## src/hw/rtl/twsm_pkg.sv

```systemverilog
// Shared constants for the three-wire serial master: phase codes, commands, sizes.
package twsm_pkg;

  // Sequencer phase codes
  localparam logic [3:0] PH_IDLE  = 4'd0;
  localparam logic [3:0] PH_SETUP = 4'd1;
  localparam logic [3:0] PH_WDRV  = 4'd2;
  localparam logic [3:0] PH_WHI   = 4'd3;
  localparam logic [3:0] PH_WLO   = 4'd4;
  localparam logic [3:0] PH_RHI   = 4'd5;
  localparam logic [3:0] PH_RLO   = 4'd6;
  localparam logic [3:0] PH_RSMP  = 4'd7;
  localparam logic [3:0] PH_HOLD  = 4'd8;

  // Fixed burst command bytes
  localparam logic [7:0] CMD_BURST_READ  = 8'hBF;
  localparam logic [7:0] CMD_BURST_WRITE = 8'hBE;

  // Bytes moved by a burst
  localparam logic [3:0] BURST_BYTES = 4'd8;

  // Beat kinds
  localparam logic KIND_START = 1'b0;
  localparam logic KIND_TICK  = 1'b1;

  // Register file
  localparam logic [7:0] SETUP_RESET = 8'd4;
  localparam logic [7:0] HOLD_RESET  = 8'd4;
  localparam logic       REG_SETUP   = 1'b0;
  localparam logic       REG_HOLD    = 1'b1;

endpackage

```

## src/hw/rtl/three_wire_serial_master_unit.sv

```systemverilog
// Three-wire serial master: phase sequencer, register port and result register.
//
//  Channel   | Direction | Handshake               | Payload
//  ----------+-----------+-------------------------+-------------------------------------
//  in        | sink      | in_valid_i / in_stall_o | kind, op, reg_address, write_data,
//            |           |                         | io_in
//  out       | source    | out_valid_o/out_stall_i | chip_enable, serial_clock, io_out,
//            |           |                         | io_drive, busy_res, done_res,
//            |           |                         | rejected, read_data
//  config    | APB slave | psel/penable/pready     | ce_setup_ticks @0, ce_hold_ticks @4
//
// One beat per clock unless in_stall_o holds it: each accepted beat updates the
// sequencer state and loads the result register in the same cycle, so the next
// beat follows immediately. out_valid_o rises in the cycle after an input accept.
// The single result register sets the rate; in_stall_o rises only while that
// register holds a result and the sink stalls it.
// Reset (rst_ni low, async) leaves the sequencer idle and setup/hold at 4 ticks.
module three_wire_serial_master_unit (
  input  logic        clk_i,
  input  logic        rst_ni,
  // input beats
  input  logic        in_valid_i,
  output logic        in_stall_o,
  input  logic        kind_i,
  input  logic [1:0]  op_i,
  input  logic [7:0]  reg_address_i,
  input  logic [63:0] write_data_i,
  input  logic        io_in_i,
  // result beats
  output logic        out_valid_o,
  input  logic        out_stall_i,
  output logic        chip_enable_o,
  output logic        serial_clock_o,
  output logic        io_out_o,
  output logic        io_drive_o,
  output logic        busy_res_o,
  output logic        done_res_o,
  output logic        rejected_o,
  output logic [63:0] read_data_o,
  // register port
  input  logic        psel,
  input  logic        penable,
  input  logic        pwrite,
  input  logic [2:0]  paddr,
  input  logic [31:0] pwdata,
  output logic [31:0] prdata,
  output logic        pready
);

  // ---------------------------------------------------------------------------
  // Register port: two 8-bit timing registers, word decoded on paddr[2]
  // ---------------------------------------------------------------------------
  logic [7:0] setup_q, hold_q;
  logic       cfg_wr;

  assign pready = 1'b1;
  assign cfg_wr = psel & penable & pwrite & pready;

  always_ff @(posedge clk_i or negedge rst_ni) begin
    if (!rst_ni) begin
      setup_q <= twsm_pkg::SETUP_RESET;
      hold_q  <= twsm_pkg::HOLD_RESET;
    end else if (cfg_wr) begin
      if (paddr[2] == twsm_pkg::REG_SETUP) setup_q <= pwdata[7:0];
      else                                 hold_q  <= pwdata[7:0];
    end
  end

  always_comb begin
    unique case (paddr[2])
      twsm_pkg::REG_SETUP: prdata = {24'd0, setup_q};
      twsm_pkg::REG_HOLD:  prdata = {24'd0, hold_q};
      default:             prdata = 32'd0;
    endcase
  end

  // ---------------------------------------------------------------------------
  // Handshake: one result register parts the two sides
  // ---------------------------------------------------------------------------
  logic out_valid_q;
  logic in_acc;

  assign in_stall_o = out_valid_q & out_stall_i;
  assign in_acc     = in_valid_i & ~in_stall_o;

  // ---------------------------------------------------------------------------
  // Sequencer state
  // ---------------------------------------------------------------------------
  logic [3:0]  state_q, state_d;
  logic [2:0]  bit_q, bit_d;
  logic [3:0]  byte_q, byte_d;
  logic [1:0]  op_q, op_d;
  logic [63:0] tx_q, tx_d;
  logic [63:0] rx_q, rx_d;
  logic [7:0]  wait_q, wait_d;
  logic        done, rej;

  // helpers on current state
  logic       is_burst, is_read, cmd_const;
  logic [3:0] data_bytes, byte_inc;
  logic       last_bit, adv_finish;
  logic       do_adv;
  logic [3:0] adv_next;
  logic [5:0] rx_pos;
  logic       st_is_read;
  logic [7:0] st_cmd;

  assign is_burst   = op_q[1];
  assign is_read    = ~op_q[0];
  assign cmd_const  = (byte_q == 4'd0) && is_burst;
  assign data_bytes = is_burst ? twsm_pkg::BURST_BYTES : 4'd1;
  assign byte_inc   = byte_q + 4'd1;
  assign last_bit   = (bit_q == 3'd7);
  assign adv_finish = last_bit && (byte_inc > data_bytes);
  // read byte n lands in bits [8*(n-1) +: 8]
  assign rx_pos     = {3'(byte_q - 4'd1), bit_q};

  assign st_is_read = ~op_i[0];
  assign st_cmd     = {reg_address_i[7:1], st_is_read};

  always_comb begin
    state_d  = state_q;
    bit_d    = bit_q;
    byte_d   = byte_q;
    op_d     = op_q;
    tx_d     = tx_q;
    rx_d     = rx_q;
    wait_d   = wait_q;
    done     = 1'b0;
    rej      = 1'b0;
    do_adv   = 1'b0;
    adv_next = twsm_pkg::PH_IDLE;

    if (in_acc) begin
      if (kind_i == twsm_pkg::KIND_START) begin
        if (state_q != twsm_pkg::PH_IDLE) begin
          rej = 1'b1;
        end else begin
          op_d   = op_i;
          rx_d   = 64'd0;
          bit_d  = 3'd0;
          byte_d = 4'd0;
          if (op_i[1]) tx_d = st_is_read ? 64'd0 : write_data_i;
          else         tx_d = {48'd0, write_data_i[7:0], st_cmd};
          wait_d  = setup_q;
          state_d = twsm_pkg::PH_SETUP;
        end
      end else begin
        case (state_q)
          twsm_pkg::PH_IDLE: begin
          end
          twsm_pkg::PH_SETUP: begin
            if (wait_q > 8'd1) wait_d = wait_q - 8'd1;
            else               state_d = twsm_pkg::PH_WDRV;
          end
          twsm_pkg::PH_WDRV: begin
            state_d = twsm_pkg::PH_WHI;
          end
          twsm_pkg::PH_WHI: begin
            // last command bit of a read turns the line around
            if (byte_q == 4'd0 && is_read && last_bit) begin
              bit_d   = 3'd0;
              byte_d  = 4'd1;
              state_d = twsm_pkg::PH_RLO;
            end else begin
              state_d = twsm_pkg::PH_WLO;
            end
          end
          twsm_pkg::PH_WLO: begin
            if (!cmd_const) tx_d = {1'b0, tx_q[63:1]};
            do_adv   = 1'b1;
            adv_next = twsm_pkg::PH_WDRV;
          end
          twsm_pkg::PH_RHI: begin
            state_d = twsm_pkg::PH_RLO;
          end
          twsm_pkg::PH_RLO: begin
            state_d = twsm_pkg::PH_RSMP;
          end
          twsm_pkg::PH_RSMP: begin
            rx_d[rx_pos] = io_in_i;
            do_adv       = 1'b1;
            adv_next     = twsm_pkg::PH_RHI;
          end
          twsm_pkg::PH_HOLD: begin
            if (wait_q > 8'd1) begin
              wait_d = wait_q - 8'd1;
            end else begin
              state_d = twsm_pkg::PH_IDLE;
              done    = 1'b1;
            end
          end
          default: begin
            state_d = twsm_pkg::PH_IDLE;
          end
        endcase

        // bit/byte counter step shared by the write-low and sample phases
        if (do_adv) begin
          if (adv_finish) begin
            state_d = twsm_pkg::PH_HOLD;
            wait_d  = hold_q;
            bit_d   = 3'd0;
            byte_d  = 4'd0;
          end else if (last_bit) begin
            bit_d   = 3'd0;
            byte_d  = byte_inc;
            state_d = adv_next;
          end else begin
            bit_d   = bit_q + 3'd1;
            state_d = adv_next;
          end
        end
      end
    end
  end

  always_ff @(posedge clk_i or negedge rst_ni) begin
    if (!rst_ni) begin
      state_q <= twsm_pkg::PH_IDLE;
      bit_q   <= 3'd0;
      byte_q  <= 4'd0;
      op_q    <= 2'd0;
      tx_q    <= 64'd0;
      rx_q    <= 64'd0;
      wait_q  <= 8'd0;
    end else begin
      state_q <= state_d;
      bit_q   <= bit_d;
      byte_q  <= byte_d;
      op_q    <= op_d;
      tx_q    <= tx_d;
      rx_q    <= rx_d;
      wait_q  <= wait_d;
    end
  end

  // ---------------------------------------------------------------------------
  // Pin levels from the next state
  // ---------------------------------------------------------------------------
  logic       pin_ce, pin_clk, pin_drv, pin_io, cur_bit, nx_const;
  logic [7:0] nx_cmd;

  assign nx_const = (byte_d == 4'd0) && op_d[1];
  assign nx_cmd   = op_d[0] ? twsm_pkg::CMD_BURST_WRITE : twsm_pkg::CMD_BURST_READ;
  assign cur_bit  = nx_const ? nx_cmd[bit_d] : tx_d[0];
  assign pin_ce   = (state_d >= twsm_pkg::PH_SETUP) && (state_d <= twsm_pkg::PH_RSMP);
  assign pin_clk  = (state_d == twsm_pkg::PH_WLO) || (state_d == twsm_pkg::PH_RLO);
  assign pin_drv  = (state_d >= twsm_pkg::PH_SETUP) && (state_d <= twsm_pkg::PH_WLO);
  assign pin_io   = pin_drv & cur_bit;

  // ---------------------------------------------------------------------------
  // Result register
  // ---------------------------------------------------------------------------
  always_ff @(posedge clk_i or negedge rst_ni) begin
    if (!rst_ni) out_valid_q <= 1'b0;
    else         out_valid_q <= in_acc | (out_valid_q & out_stall_i);
  end

  always_ff @(posedge clk_i) begin
    if (in_acc) begin
      chip_enable_o  <= pin_ce;
      serial_clock_o <= pin_clk;
      io_out_o       <= pin_io;
      io_drive_o     <= pin_drv;
      busy_res_o     <= (state_d != twsm_pkg::PH_IDLE);
      done_res_o     <= done;
      rejected_o     <= rej;
      read_data_o    <= rx_d;
    end
  end

  assign out_valid_o = out_valid_q;

  // ---------------------------------------------------------------------------
  // Assertions
  // ---------------------------------------------------------------------------
  a_idle_counters_clear: assert property (@(posedge clk_i) disable iff (!rst_ni)
    (state_q == twsm_pkg::PH_IDLE) |-> (bit_q == 3'd0 && byte_q == 4'd0))
    else $error("counters not cleared while idle");

  a_byte_in_range: assert property (@(posedge clk_i) disable iff (!rst_ni)
    byte_q <= twsm_pkg::BURST_BYTES)
    else $error("byte counter beyond burst length");

  a_drive_needs_ce: assert property (@(posedge clk_i) disable iff (!rst_ni)
    (out_valid_q && io_drive_o) |-> chip_enable_o)
    else $error("data line driven with chip enable low");

  a_done_ends_busy: assert property (@(posedge clk_i) disable iff (!rst_ni)
    (out_valid_q && done_res_o) |-> !busy_res_o)
    else $error("done pulse while still busy");

  a_reject_when_busy: assert property (@(posedge clk_i) disable iff (!rst_ni)
    (in_acc && kind_i == twsm_pkg::KIND_START && state_q != twsm_pkg::PH_IDLE)
      |=> (rejected_o && state_q == $past(state_q)))
    else $error("start during transaction not rejected");

endmodule

```

## config.mk

```make
export PLATFORM = sky130hd
export DESIGN_NAME = three_wire_serial_master_unit
export DESIGN_NICKNAME = d
export VERILOG_FILES = /design/src/hw/rtl/twsm_pkg.sv /design/src/hw/rtl/three_wire_serial_master_unit.sv
export SDC_FILE = /design/constraint.sdc
export NUM_CORES = 1
export LEC_CHECK = 0
export BUFFER_PORTS_ARGS = -buffer_cell sky130_fd_sc_hd__clkbuf_2
export CORE_MARGIN = 5
export CORE_UTILIZATION = 55
export CTS_CLUSTER_DIAMETER = 40
export DETAILED_ROUTE_END_ITERATION = 10
export GPL_TIMING_DRIVEN = 1
export HOLD_SLACK_MARGIN = 0.02
export PLACE_DENSITY = 0.8
export SYNTH_ARGS = -nofsm -noshare
export SYNTH_HDL_FRONTEND = slang
export SYNTH_SLANG_ARGS = --single-unit
```

## constraint.sdc

```tcl
create_clock -name clk_i -period 5.3 [get_ports clk_i]
set_input_delay 0.795 -clock clk_i [delete_from_list [all_inputs] [get_ports clk_i]]
set_output_delay 0.795 -clock clk_i [all_outputs]
set_load 0.01 [all_outputs]
```

# Word-level counts from Yosys, hierarchy flattened
# Index checks and enable logic that the tools add are counted.
# Widths: inputs -> output; s select.
# word_totals
register_bits,237
inputBits,118
out_inout_bits,106
wordCells,137
# op_classes
add_sub_neg,4
order_cmp,8
eq_ne,14
mux,60
bitwise_logic,10
reduce_logical,22
# op_table
cell,count
$mux 64,10
$bwmux 64,1
$mux 4,16
$pmux 32 s2,1
$mux 8,6
$pmux 4 s7,1
$eq 4x3->1 const B,6
$mux 3,8
$logic_not 4->1,3
$mux 1,10
$eq 4x2->1 const B,2
$gt 8x1->1 const B,1
$le 4x3->1 const B,2
$logic_and 1x1->1,8
$mux 2,4
$reduce_and 2->1,4
$reduce_bool 4->1,2
$sub 8x1->8 const B,1
$lt 6x7->1 const B,1
$demux 1 s6,1
$ge 6x1->1 const B,1
$pmux 3 s2,1
$and 1x1->1,5
$add 4x1->4 const B,1
17 further kinds,22

# Logic depth before layout (Yosys ltp)
# depth
ltp_word,14
mapped_depth,12
depth_no_buf,10

# Least setup slack after synthesis
# No wires, ideal clock.
# synth_timing
path_type,in2reg
from,input port in_valid_i
to,register io_out_o (data pin)
setup_ns,0.203
arrival_time_ns,4.297
required_time_ns,5.097
path_slack_ns,0.800
path_stages,8
n_path_buf,1
path_cell_list,a21bo_2 > clkinv_1 > o21ai_1 > clkbuf_1 > a32oi_2 > a21oi_1 > xnor2_1 > a2111oi_1
# synth_between
word_cells_on_any_way,16
cone_classes,order compare (2); mux (9); bitwise (2); reduce/logical (3)
# synth_lines
element,line,source
"start, declared",three_wire_serial_master_unit.sv:22,"input logic in_valid_i,"
$and 1x1->1 (*),three_wire_serial_master_unit.sv:84,assign in_acc = in_valid_i & ~in_stall_o;
net in_acc,three_wire_serial_master_unit.sv:81,logic in_acc;
$mux 4 (*),three_wire_serial_master_unit.sv:134,if (in_acc) begin
net state_d[0],three_wire_serial_master_unit.sv:89,"logic [3:0] state_q, state_d;"
$ge 4x1->1 or $le 4x3->1 (tied branches),three_wire_serial_master_unit.sv:249,assign pin_drv = (state_d >= twsm_pkg::PH_SETUP) && (state_d <= twsm_pkg::PH_WLO);
$logic_and 1x1->1 (*),three_wire_serial_master_unit.sv:249,
$and 1x1->1 (*),three_wire_serial_master_unit.sv:250,assign pin_io = pin_drv & cur_bit;
net pin_io,three_wire_serial_master_unit.sv:241,"logic pin_ce, pin_clk, pin_drv, pin_io, cur_bit, nx_const;"
"end signal, assigned",three_wire_serial_master_unit.sv:264,io_out_o <= pin_io;
"end, declared",three_wire_serial_master_unit.sv:34,"output logic io_out_o,"
# Mark *: on every way through the listed nets, which the timed path passes. The rest lies on a longest branch. The select of a mux whose other input is x is not followed.
# A chain may end at the register's enable or synchronous reset.

# Worst setup path in the final report
# layout_timing
from,register byte_q[0]
to,register io_out_o (data pin)
# layout_between
word_cells_on_any_way,40
cone_classes,add/sub (1); order compare (3); mux (27); bitwise (1); reduce/logical (8)
# layout_lines
element,line,source
"start, declared",three_wire_serial_master_unit.sv:91,"logic [3:0] byte_q, byte_d;"
"start signal, assigned",three_wire_serial_master_unit.sv:230,byte_q <= byte_d;
$logic_not 4->1,three_wire_serial_master_unit.sv:110,assign cmd_const = (byte_q == 4'd0) && is_burst;
$logic_and 1x1->1,three_wire_serial_master_unit.sv:110,
$mux 64,three_wire_serial_master_unit.sv:170,"if (!cmd_const) tx_d = {1'b0, tx_q[63:1]};"
$mux 64,three_wire_serial_master_unit.sv:149,case (state_q)
$mux 64,three_wire_serial_master_unit.sv:135,if (kind_i == twsm_pkg::KIND_START) begin
$mux 1,three_wire_serial_master_unit.sv:134,
net tx_d[0],three_wire_serial_master_unit.sv:93,"logic [63:0] tx_q, tx_d;"
$mux 1,three_wire_serial_master_unit.sv:246,assign cur_bit = nx_const ? nx_cmd[bit_d] : tx_d[0];
$and 1x1->1,three_wire_serial_master_unit.sv:250,
net pin_io,three_wire_serial_master_unit.sv:241,
# The timed path passes the listed nets, and every way through them passes these cells. The select of a mux whose other input is x is not followed.

==> metrics.log <==
[metrics] status: completed
[metrics] register area share after synthesis: 0.590
[metrics] Critical Path Fanout Max: 127
[metrics] number of resized instances in the post-cts repair step: 0
[metrics] multiplexer share of the synthesized area: 0.0366
[metrics] worst slew slack as a fraction of its limit: 0.213
[metrics] global-route total usage across every layer: 0.225
[metrics] root buffer selected by CTS: sky130_fd_sc_hd__clkbuf_16
[metrics] pin count of the biggest net entering global routing: 128
[metrics] cell area after synthesis: 10,700 um^2
[metrics] IO Count: 224
[metrics] R2R Path Start: byte_q[0]
[metrics] unrepaired setup endpoints after global routing: false
[metrics] gpl congestion: 0.902
[metrics] Worst Path Class, Setup: reg -> reg
[metrics] global route total overflow: 0
[metrics] most common flop cell mapped by yosys: sky130_fd_sc_hd__dfrtp_1
[metrics] compound-gate portion of the synthesized area: 0.217
[metrics] routed length per instance: 17.7 um
[metrics] Arrival @ worst endpoint: 3.75 ns
[metrics] fraction of synthesized cell area in xor and xnor cells: 0.0107
[metrics] post-synthesis average cell area: 10.8 um^2
[metrics] endpoints failing hold: 0
[metrics] actual slew at the worst max-slew pin: 1.17 ns
[metrics] via count of the routed design: 8,336
[metrics] Req. time, crit path: 5.60 ns
[metrics] Leakage Power: 5.43 nW
[metrics] number of enable flip-flop cells after synthesis: 71
[metrics] Crit path largest cell delay: 0.76 ns
[metrics] clock latency on the worst-skew pair: 0.54 ns
[metrics] Setup crit end kind: flip-flop
[metrics] Reg2Reg Depth: 9
[metrics] number of input and output port buffers inserted: 171
[metrics] maximum capacitance violations: 0
[metrics] Remaining DRCs: 0
[metrics] fmax: 0.289 GHz
[metrics] DIE HEIGHT: 149 um
[metrics] post-DR vias/cell: 5.83
[metrics] Worst Path Buf+Inv: 2
[metrics] die extent in x: 149 um
[metrics] layout cells sized above 1: 0.247
[metrics] core box area: 19,300 um^2
[metrics] Post-CTS Setup Inserts: 0
[metrics] Setup Total Neg Slack: 0 ns
[metrics] post-synthesis async set-or-reset flop share: 0.700
[metrics] number of buffers on the longest clock path: 3
[metrics] number of antenna diodes: 0
[metrics] CP cell instances: inv_1 > ha_1 > nor3b_1 > a211oi_4 > o21ai_4 > buf_4 > o2bb2ai_1 > nor2_1 > a2111oi_1
[metrics] number of global-route vias before repair: 7,992
[metrics] H-tree Lvls: 1
[metrics] Post-Route Skew: 0.0116 ns
[metrics] Synth Register Bits: 237
[metrics] Row Count: 51
[metrics] final period utilization: 0.652
[metrics] final core utilization: 0.655
[metrics] Final Slew Violations: 0
[metrics] endpoint of the worst-slack reg-to-reg timing path: io_out_o
[metrics] clock transition at the registers of the reported paths: 0.06 ns
[metrics] Initial Utilization: 0.553
[metrics] peak ir drop on the vdd network: 0.293 mV
[metrics] Total Power Consumption: 0.00515 W
[metrics] number of cells produced by synthesis: 991
[metrics] count of yosys warnings during synthesis: 0
[metrics] Final setup violation count: 0
[metrics] CTS Sinks: 237
[metrics] drt pass-1 iters: 5
[metrics] Slowest-stage cell, CP: sky130_fd_sc_hd__buf_4
[metrics] TritonCTS clock tree: built
[metrics] share of synthesized cell area in full adder, half adder and majority cells: 0.0106
[metrics] count of antenna-violating nets left after detailed routing: 0
[metrics] area share of and/or/nand/nor cells after synthesis: 0.0888
[metrics] final critical delay including setup and external delays: 3.46 ns
[metrics] DRC violation total after the first TritonRoute iteration: 788
[metrics] drt total wl: 25,300 um
[metrics] area grow syn2layout: 18.4%
[metrics] CTS Hold Bufs: 0
[metrics] half-perimeter wire length after placement: 16,500 um
[metrics] minimum setup slack among reg-to-reg paths: 1.84 ns
[metrics] global-route wire length before repair: 40,800 um
[metrics] dominant combinational cell family by area after synthesis: compound AO/OA/AOI/OAI gates
[metrics] power density over the cells: 408 nW/um^2
[metrics] layout net count: 1,267
[metrics] die outline area: 22,300 um^2
[metrics] number of buffers created by CTS: 30
[metrics] startpoint types: flip-flop
[metrics] Top Family by Delay on Critical Path: compound AO/OA/AOI/OAI gates
[metrics] worst min-delay path class: in -> async
[metrics] antenna violations before repair: 0
[metrics] unique cell type count in the Yosys netlist: 70
[worst reg2reg max path: stages, from the launching register on]
cell                        delay (ns)
sky130_fd_sc_hd__dfrtp_1          0.51
sky130_fd_sc_hd__inv_1            0.19
sky130_fd_sc_hd__ha_1             0.18
sky130_fd_sc_hd__nor3b_1          0.51
sky130_fd_sc_hd__a211oi_4         0.16
sky130_fd_sc_hd__o21ai_4          0.14
sky130_fd_sc_hd__buf_4            0.76
sky130_fd_sc_hd__o2bb2ai_1        0.27
sky130_fd_sc_hd__nor2_1           0.09
sky130_fd_sc_hd__a2111oi_1        0.42
[report_power, final]
group,leakage [nW],internal (W),total (W),switching (W)
logic,2.00,0.000324,0.00101,0.000682
registers,2.94,0.00203,0.00217,0.000142
clock network,0.489,0.00116,0.00198,0.000819
total,5.43,0.00351,0.00515,0.00164
[layout make-up]
type,instances,area [um^2]
inverters,12,45.0
multi-input cells,678,4000
fillers,1548,6660
clock inverters,23,215
flip-flops and latches,237,6290
well taps,265,332
repair buffers,181,937
clock buffers,33,793
[routing by layer]
| layer | global-route usage | wire length (um) |
|---|---|---|
| met1 | 0.311 | 10500 |
| met3 | 0.0529 | 2330 |
| met5 | 0 | 0 |
| met4 | 0.0815 | 769 |
| met2 | 0.351 | 11800 |
[registers in the layout (all words and copies together) (netlist names)]
| register | count |
|---|---|
| serial_clock_o | 1 |
| state_q | 4 |
| io_out_o | 1 |
| byte_q | 4 |
| chip_enable_o | 1 |
| read_data_o | 64 |
| rx_q | 64 |
| hold_q | 8 |
| op_q | 2 |
| tx_q | 64 |
| out_valid_o | 1 |
| busy_res_o | 1 |
| wait_q | 8 |
| setup_q | 8 |
| io_drive_o | 1 |
| bit_q | 3 |
| done_res_o | 1 |
| rejected_o | 1 |
[synth_stat cells (all sizes together), types with 4 or more instances]
cell | count | share of area
a22o | 16 | 0.013
nand3 | 20 | 0.0094
xnor2 | 7 | 0.0058
or4 | 4 | 0.0035
a21oi | 84 | 0.041
dfrtp | 164 | 0.39
nor2b | 4 | 0.0023
xor2 | 6 | 0.0049
ha | 9 | 0.011
o31ai | 5 | 0.0040
mux2i | 6 | 0.0056
and3 | 4 | 0.0023
edfxtp | 71 | 0.20
o211ai | 7 | 0.0049
a22oi | 48 | 0.034
or3 | 8 | 0.0047
buf | 39 | 0.024
nor3 | 15 | 0.0080
nor2 | 26 | 0.0094
clkbuf | 48 | 0.017
mux2 | 29 | 0.031
nand2 | 96 | 0.034
o21ai | 212 | 0.10
nand2b | 6 | 0.0035
inv | 11 | 0.0039
[logic make-up after synthesis]
| kind of cell | after synthesis |
|---|---|
| AOI/OAI and AO/OA | 396 |
| buffers and inverters | 99 |
| other | 2 |
| xor gates and xnor gates | 13 |
| DFF | 237 |
| muxes | 35 |
| and+or+nand+nor | 200 |
| adders and majority gates | 9 |
[stage by stage]
stage	setup slack (ns)	instance area [um^2]	cells	hold slack (ns)
3_3_place_gp	1.65	11600	1373	0.461
2_1_floorplan	0.800	10700	1014	0.450
4_1_cts	1.87	12600	1429	0.285
6_report	1.84	12600	1429	0.269
5_1_grt	1.66	12600	1429	0.318
3_5_place_dp	1.60	11600	1373	0.470
[cells in the final DEF (no fill, tap or decap), types with 11 or more instances in the layout]
cell,instances
sky130_fd_sc_hd__o21ai_0,209
sky130_fd_sc_hd__clkbuf_2,170
sky130_fd_sc_hd__dfrtp_1,164
sky130_fd_sc_hd__nand2_1,95
sky130_fd_sc_hd__a21oi_1,83
sky130_fd_sc_hd__edfxtp_1,71
sky130_fd_sc_hd__a22oi_1,48
sky130_fd_sc_hd__clkbuf_16,31
sky130_fd_sc_hd__mux2_2,28
sky130_fd_sc_hd__nor2_1,25
sky130_fd_sc_hd__conb_1,25
sky130_fd_sc_hd__nand3_1,20
sky130_fd_sc_hd__a22o_1,15
sky130_fd_sc_hd__nor3_1,13
sky130_fd_sc_hd__inv_1,11
[worst max path at each step]
stage,startpoint,end,slack (ns),depth (start not counted)
CTS,byte_q[0],io_out_o,1.87,9
detailed placement,kind_i,busy_res_o,1.60,7
floorplan,in_valid_i,io_out_o,0.80,8
global placement,kind_i,busy_res_o,1.65,7
global route,byte_q[0],io_out_o,1.66,9
finish,byte_q[0],io_out_o,1.84,9
(Power assumes the default switching activity.)
